[config.mk]
export PLATFORM = sky130hd
export DESIGN_NAME = apt_ctrl
export DESIGN_NICKNAME = d
export VERILOG_FILES = /design/src/rtl/core/apt_pkg.sv /design/src/rtl/core/apt_ctrl.sv
export SDC_FILE = /design/constraint.sdc
export NUM_CORES = 1
export LEC_CHECK = 0
export BUFFER_PORTS_ARGS = -buffer_cell sky130_fd_sc_hd__clkbuf_2
export CORE_UTILIZATION = 48
export DETAILED_ROUTE_END_ITERATION = 12
export PLACE_DENSITY_LB_ADDON = 0.3
export SLEW_MARGIN = 20
export SYNTH_ARGS = -nofsm -noshare
export SYNTH_HDL_FRONTEND = slang
export SYNTH_SLANG_ARGS = --single-unit
[constraint.sdc]
create_clock -name clk -period 2.07 [get_ports clk]
set_clock_uncertainty 0.2 [all_clocks]
set_input_delay 0.1035 -clock clk [delete_from_list [all_inputs] [get_ports clk]]
set_output_delay 0.1035 -clock clk [all_outputs]
set_load 0.1 [all_outputs]
[src/rtl/core/apt_pkg.sv]
// Shared types and constants for the animation playback timeline.
// No dependencies; every other file of the block imports this package.
package apt_pkg;

  localparam int unsigned TIME_W  = 36;
  localparam int unsigned ELAP_W  = 20;
  localparam int unsigned RATE_W  = 11;
  localparam int unsigned LOOP_W  = 17;
  localparam int unsigned OP_W    = 4;
  localparam int unsigned MODE_W  = 3;
  localparam int unsigned EVT_W   = 3;
  localparam int unsigned FRAME_W = 11;
  localparam int unsigned PROD_W  = ELAP_W + RATE_W;
  localparam int unsigned CIDX_W  = 2;
  localparam int unsigned CNT_W   = 6;

  localparam logic [OP_W-1:0] OP_TICK     = 4'd0;
  localparam logic [OP_W-1:0] OP_PLAY     = 4'd1;
  localparam logic [OP_W-1:0] OP_PAUSE    = 4'd2;
  localparam logic [OP_W-1:0] OP_STOP     = 4'd3;
  localparam logic [OP_W-1:0] OP_SEEK     = 4'd4;
  localparam logic [OP_W-1:0] OP_SET_LOOP = 4'd5;
  localparam logic [OP_W-1:0] OP_SET_RATE = 4'd6;
  localparam logic [OP_W-1:0] OP_HIDDEN   = 4'd7;
  localparam logic [OP_W-1:0] OP_LOAD_END = 4'd8;
  localparam logic [OP_W-1:0] OP_RESET    = 4'd9;

  localparam logic [MODE_W-1:0] MODE_READY   = 3'd0;
  localparam logic [MODE_W-1:0] MODE_PLAYING = 3'd1;
  localparam logic [MODE_W-1:0] MODE_PAUSED  = 3'd2;
  localparam logic [MODE_W-1:0] MODE_STOPPED = 3'd3;
  localparam logic [MODE_W-1:0] MODE_ENDED   = 3'd4;

  localparam logic [EVT_W-1:0] EV_NONE    = 3'd0;
  localparam logic [EVT_W-1:0] EV_PLAYING = 3'd1;
  localparam logic [EVT_W-1:0] EV_PAUSED  = 3'd2;
  localparam logic [EVT_W-1:0] EV_STOPPED = 3'd3;
  localparam logic [EVT_W-1:0] EV_LOOP    = 3'd4;
  localparam logic [EVT_W-1:0] EV_ENDED   = 3'd5;

  localparam logic [CIDX_W-1:0] CFG_DURATION = 2'd0;
  localparam logic [CIDX_W-1:0] CFG_LOOPS    = 2'd1;
  localparam logic [CIDX_W-1:0] CFG_PAUSE_HD = 2'd2;

  localparam logic [RATE_W-1:0] RATE_MIN   = 11'd26;
  localparam logic [RATE_W-1:0] RATE_MAX   = 11'd1024;
  localparam logic [RATE_W-1:0] RATE_ONE   = 11'd256;
  localparam logic [LOOP_W-1:0] LOOPS_SAT  = '1;
  localparam logic [CNT_W-1:0]  DIV_LAST   = 6'd35;

  typedef struct packed {
    logic latch;
    logic exec;
    logic adv;
    logic endchk;
    logic div_step;
    logic scan_start;
    logic scan_cmp;
    logic finish;
  } ctl_t;

  typedef struct packed {
    logic end_hit;
    logic repeat_play;
    logic div_last;
    logic scan_need;
    logic scan_stop;
  } sts_t;

endpackage

[src/rtl/core/apt_ctrl.sv]
// Sequencing state machine of the playback timeline.
// Depends on apt_pkg; drives apt_dp through ctl_t and reads sts_t.
module apt_ctrl (
  input  logic          clk,
  input  logic          rst_n,
  input  logic          in_valid,
  output logic          in_ready,
  output logic          out_valid,
  input  logic          out_ready,
  input  apt_pkg::sts_t sts,
  output apt_pkg::ctl_t ctl
);
  import apt_pkg::*;

  typedef enum logic [8:0] {
    S_IDLE = 9'b000000001,
    S_EXEC = 9'b000000010,
    S_ADV  = 9'b000000100,
    S_ENDC = 9'b000001000,
    S_DIV  = 9'b000010000,
    S_SEL  = 9'b000100000,
    S_RD   = 9'b001000000,
    S_CMP  = 9'b010000000,
    S_FIN  = 9'b100000000
  } state_t;

  state_t state_r, state_nxt;
  logic   out_valid_r, out_valid_nxt;
  logic   slot_free;

  assign slot_free = !out_valid_r || out_ready;
  assign in_ready  = (state_r == S_IDLE);
  assign out_valid = out_valid_r;

  always_comb begin
    state_nxt      = state_r;
    ctl            = '0;
    unique case (state_r)
      S_IDLE: begin
        if (in_valid) begin
          ctl.latch = 1'b1;
          state_nxt = S_EXEC;
        end
      end
      S_EXEC: begin
        ctl.exec  = 1'b1;
        state_nxt = S_ADV;
      end
      S_ADV: begin
        ctl.adv   = 1'b1;
        state_nxt = S_ENDC;
      end
      S_ENDC: begin
        ctl.endchk = 1'b1;
        state_nxt  = (sts.end_hit && sts.repeat_play) ? S_DIV : S_SEL;
      end
      S_DIV: begin
        ctl.div_step = 1'b1;
        if (sts.div_last) state_nxt = S_SEL;
      end
      S_SEL: begin
        ctl.scan_start = 1'b1;
        state_nxt      = sts.scan_need ? S_RD : S_FIN;
      end
      S_RD: begin
        state_nxt = S_CMP;
      end
      S_CMP: begin
        ctl.scan_cmp = 1'b1;
        state_nxt    = sts.scan_stop ? S_FIN : S_RD;
      end
      S_FIN: begin
        if (slot_free) begin
          ctl.finish = 1'b1;
          state_nxt  = S_IDLE;
        end
      end
      default: state_nxt = S_IDLE;
    endcase
  end

  always_comb begin
    out_valid_nxt = out_valid_r;
    if (ctl.finish) out_valid_nxt = 1'b1;
    else if (out_ready) out_valid_nxt = 1'b0;
  end

  always_ff @(posedge clk) begin
    if (!rst_n) begin
      state_r     <= S_IDLE;
      out_valid_r <= 1'b0;
    end else begin
      state_r     <= state_nxt;
      out_valid_r <= out_valid_nxt;
    end
  end

endmodule

# After elaboration in Yosys (flattened, before gate mapping)
# Cells that the tools add are included.
# Widths: inputs -> output; s select.
word_totals:
  register_bits: 10
  wordCells: 38
op_classes:
  eq_ne: 12
  mux: 19
  n_reduce_logical: 5
ops:
  columns: ["cell", "n"]
  rows:
  - ["$pmux 9 s9", 1]
  - ["$mux 9", 5]
  - ["$mux 1", 12]
  - ["$eq 9x1->1 const B", 1]
  - ["$eq 9x2->1 const B", 1]
  - ["$eq 9x3->1 const B", 1]
  - ["$eq 9x4->1 const B", 1]
  - ["$eq 9x5->1 const B", 1]
  - ["$eq 9x6->1 const B", 1]
  - ["$eq 9x7->1 const B", 1]
  - ["$eq 9x8->1 const B", 1]
  - ["$eq 9x9->1 const B", 1]
  - ["$mux 6", 1]
  - ["$ne 2x2->1 const B", 3]
  - ["$reduce_and 3->1", 1]
  - ["$reduce_bool 2->1", 1]
  - ["$logic_and 1x1->1", 1]
  - ["$logic_not 1->1", 1]
  - ["$logic_or 1x1->1", 1]

# Longest topological paths before layout
depth:
  ltp_word: 5
  ltp_mapped: 6

# Worst setup path before layout
# No wires, ideal clock.
synth_path:
  path_type: "register -> register"
  from: "register state_r[6]"
  to: "register state_r[8]"
  setup_time_ns: 0.132
  arrival_time_ns: 2.971
  setup_slack_ns: -1.233
  path_stages_with_launch: 5
  period_less_slack_ns: 3.303
  cell_sequence: "dfxtp_1 or4_4 nor4_2 nor2b_1 a211oi_1"
synth_via:
  elab_chain_len: 3
  elab_cells_between_ends: 14
synth_lines:
  columns: ["item", "line", "text"]
  rows:
  - ["from (decl)", "apt_ctrl.sv:27", "state_t state_r, state_nxt;"]
  - ["from (signal assigned)", "apt_ctrl.sv:93", "state_r <= state_nxt;"]
  - ["$eq 9x9->1, or another cell as far along", "apt_ctrl.sv:38", "unique case (state_r)"]
  - ["$ne 2x2->1 (no line)", null, null]
  - ["$reduce_and 3->1 (no line)", null, null]
# Parallel ways exist; a longest one is shown, timed or not.
# A chain may end at the register's enable or synchronous reset.

==> impl_metrics.py <==
metrics = {
    "run_status": {
        "outcome": "finished with violations",
        "failed_checks": "hold timing, setup timing",
    },
    "hold_path": {
        "min_from": "sts[4]",
        "min_path_type": "input pin to flop",
    },
    "global_routing": {
        "grt_pass1_wl_um": 2810,
        "overflow": 0,
        "gr-usage-all-layers_pct": 29.0,
        "grt_max_degree": 10,
        "grt_antenna_before_repair": 0,
        "grt_pass1_vias": 628,
    },
    "sta": {
        "final.min_clock_period_ns": 2.14,
        "hold_slack_ns": -0.0158,
        "post-route-period-util_pct": 103,
        "fin_ws_ns": -0.0662,
        "setup_violations": 3,
        "slew_viol_final": 0,
        "worst_pin_slew_ns": 0.537,
        "max_slew_margin_pct": 64.4,
        "max_freq_mhz": 468,
        "rsz0062_at_grt": "yes",
        "hold_violations": 2,
    },
    "setup_path": {
        "max_stage_delay_ns": 0.59,
        "start_kind": "flop",
        "crit_chain": "or4_4 > nor3_4 > and3b_4 > buf_12",
        "worstSetupPathType": "flop to primary output",
        "crit_buf_inv": 1,
        "r2r_start": "state_r[4]$_SDFFE_PN0P_",
        "worstPathRequired_ns": 1.77,
        "crit_path_max_fanout": 5,
        "critPathTopFamily": "simple AND/OR/NAND/NOR gates",
        "worstSetupEndpointType": "primary output",
        "arrival_ns": 1.83,
        "worstSetupStartpoint": "state_r[7]$_SDFFE_PN0P_",
        "slowest_stage": "or4_4",
    },
    "synth": {
        "synth_edf_count": 0,
        "yosysUniqueCellTypes": 38,
        "synth_cells": 73,
        "synthDominantCellAreaShare_pct": 31.9,
        "netlist_area_um2": 627,
        "yosysTopAreaCell": "dfxtp_1",
        "synth_nets": 82,
        "yosys_warnings": 0,
        "ys_seq_area_share_pct": 31.9,
        "synthTopCellsByArea": "dfxtp_1, nor2_1, inv_1",
        "ys.flop_type": "dfxtp_1",
        "ys_seq_elements": 10,
        "avgSynthCellArea_um2": 8.59,
        "async_flop_share_pct": 0,
    },
    "floorplanning": {
        "die_width_um": 38.1,
        "start_util_pct": 54.2,
        "die_h_um": 38.1,
        "io_pins": 19,
        "die-area_mm2": 0.00145,
        "core-area_mm2": 0.00116,
        "row_count": 12,
    },
    "drt": {
        "drc": 0,
        "met2_length_um": 1110,
        "drt_wl_total_um": 2280,
        "routed-via-count": 751,
        "top_layer_used": "met4",
        "route.met3.wl_um": 189,
        "wl_per_cell_um": 19.5,
        "wirelength_met1_um": 882,
        "drt_iter0_drc": 36,
        "dr.pass1.iters": 4,
        "ant_nets": 0,
        "viasPerCell": 6.42,
    },
    "finish": {
        "drive_above_1_share_pct": 43.7,
        "antennaDiodeCount": 0,
        "flow.area_growth_from_synthesis_pct": 65.7,
        "final_net_count": 114,
        "most-common-layout-cells": "clkbuf_2, buf_12, nor2_1",
        "instances_no_fill": 117,
        "fill_cells": 56,
    },
    "placement": {
        "place_inst": 103,
        "dpl.hpwl_um": 1190,
        "place.port_buffers": 18,
        "gp_congestion": 0.830,
    },
    "pwr": {
        "power.total_w": 0.000707,
        "p_sw_w": 0.000299,
        "power_density_mw_per_mm2": 681,
        "ir_drop_uv": 544,
        "leakage_nw": 0.396,
        "power_frac_clock_pct": 20.5,
        "power_switching_share_pct": 42.3,
        "seqPwrFrac_pct": 30.2,
        "comb_power_share_pct": 49.2,
        "intPower_w": 0.000408,
    },
    "cts": {
        "cts.sink_count": 10,
        "cts_max_path_buffers": 2,
        "worstSkewPairLatency_ns": 0.28,
        "htreeDepth": 1,
        "cts_buffers": 3,
        "cts_root_buffer": "clkbuf_4",
        "clk_pin_slew_worst_paths_ns": 0.08,
        "cts_tree": "built",
    },
    "run": {
        "maxCapViolations": 0,
    },
}
[kinds of logic (layout without fill, tap and decap cells)]
family | Yosys count | in the layout | share of synthesized area, %
AOI/OAI and AO/OA | 16 | 16 | 19.6
DFF | 10 | 10 | 31.9
buffers and inverters | 9 | 39 | 7.38
and+or+nand+nor | 37 | 37 | 39.7
xor gates and xnor gates | 1 | 1 | 1.40
[area by class of cell]
type	instances	area (um^2)	area share, %
multi-input combinational	54	428	41.2
clock buffer	3	22.5	2.17
sequential	10	208	20.0
timing repair buffer	30	333	32.0
tap	14	17.5	1.69
inverter	6	30.0	2.89
[worst paths after layout]
check / to / slack, ns / cells after the start
max: ctl[5] / -0.07 / 4
min: state_r[4]$_SDFFE_PN0P_ / -0.02 / 3
max reg2reg: state_r[5]$_SDFFE_PN0P_ / 0.04 / 6
min reg2reg: state_r[7]$_SDFFE_PN0P_ / 0.30 / 2
[Yosys cell counts (2+ instances only)]
library cell and n:
and2_1 3, nor2b_1 3, nor4b_1 2, nor2_1 8
a22oi_1 2, nor3_1 4, nand3_1 4, inv_1 6
o21ai_0 3, dfxtp_1 10
[power by group through the flow]
stage | combinational, W | sequential (W) | clock (W)
floorplan | 0.000192 | 0.000214 | 0
global placement | 0.000278 | 0.000215 | 0
detailed placement | 0.000285 | 0.000217 | 0
CTS | 0.000312 | 0.000212 | 0.000134
global route | 0.000359 | 0.000215 | 0.000145
finish | 0.000348 | 0.000214 | 0.000145
[repair_timing]
item	in CTS	in global routing
buffers inserted	2	2
resized for setup	6	5
endpoints found under the hold margin	5	0
endpoints found under the setup margin	4	10
hold buffers	7	0
pin swaps	1	3
[worst min-delay path: cells and delay by family]
family	cells	cell delay (ns)
and+or+nand+nor	1	0.14
AOI/OAI and AO/OA	1	0.10
buffers and inverters	1	0.09
[routing by layer]
layer | vias to the layer above | track usage (%)
met2 | 51 | 53.8
met4 | 0 | 7.14
li1 | 332 | -
met1 | 351 | 31.0
met3 | 17 | 9.30
met5 | - | 0
[sequential cells by signal (all words and copies together) (netlist names)]
name / cells
state_r: 9
out_valid: 1
[metrics by stage]
| stage | setup TNS, ns | worst slack, ns | hold slack [ns] | area (um^2) | util [%] |
|---|---|---|---|---|---|
| after floorplan | -2.35 | -0.556 | 0.0210 | 651 | - |
| after global placement | 0 | 0.165 | 0.209 | 877 | 75.9 |
| after detailed placement | 0 | 0.102 | 0.215 | 877 | 75.9 |
| after CTS | -0.0664 | -0.0271 | 0.00200 | 1010 | 87.3 |
| after global routing | -0.415 | -0.0863 | 0.0210 | 1040 | 89.8 |
| final | -0.160 | -0.0662 | -0.0158 | 1040 | 89.8 |
(Power assumes the default switching activity.)
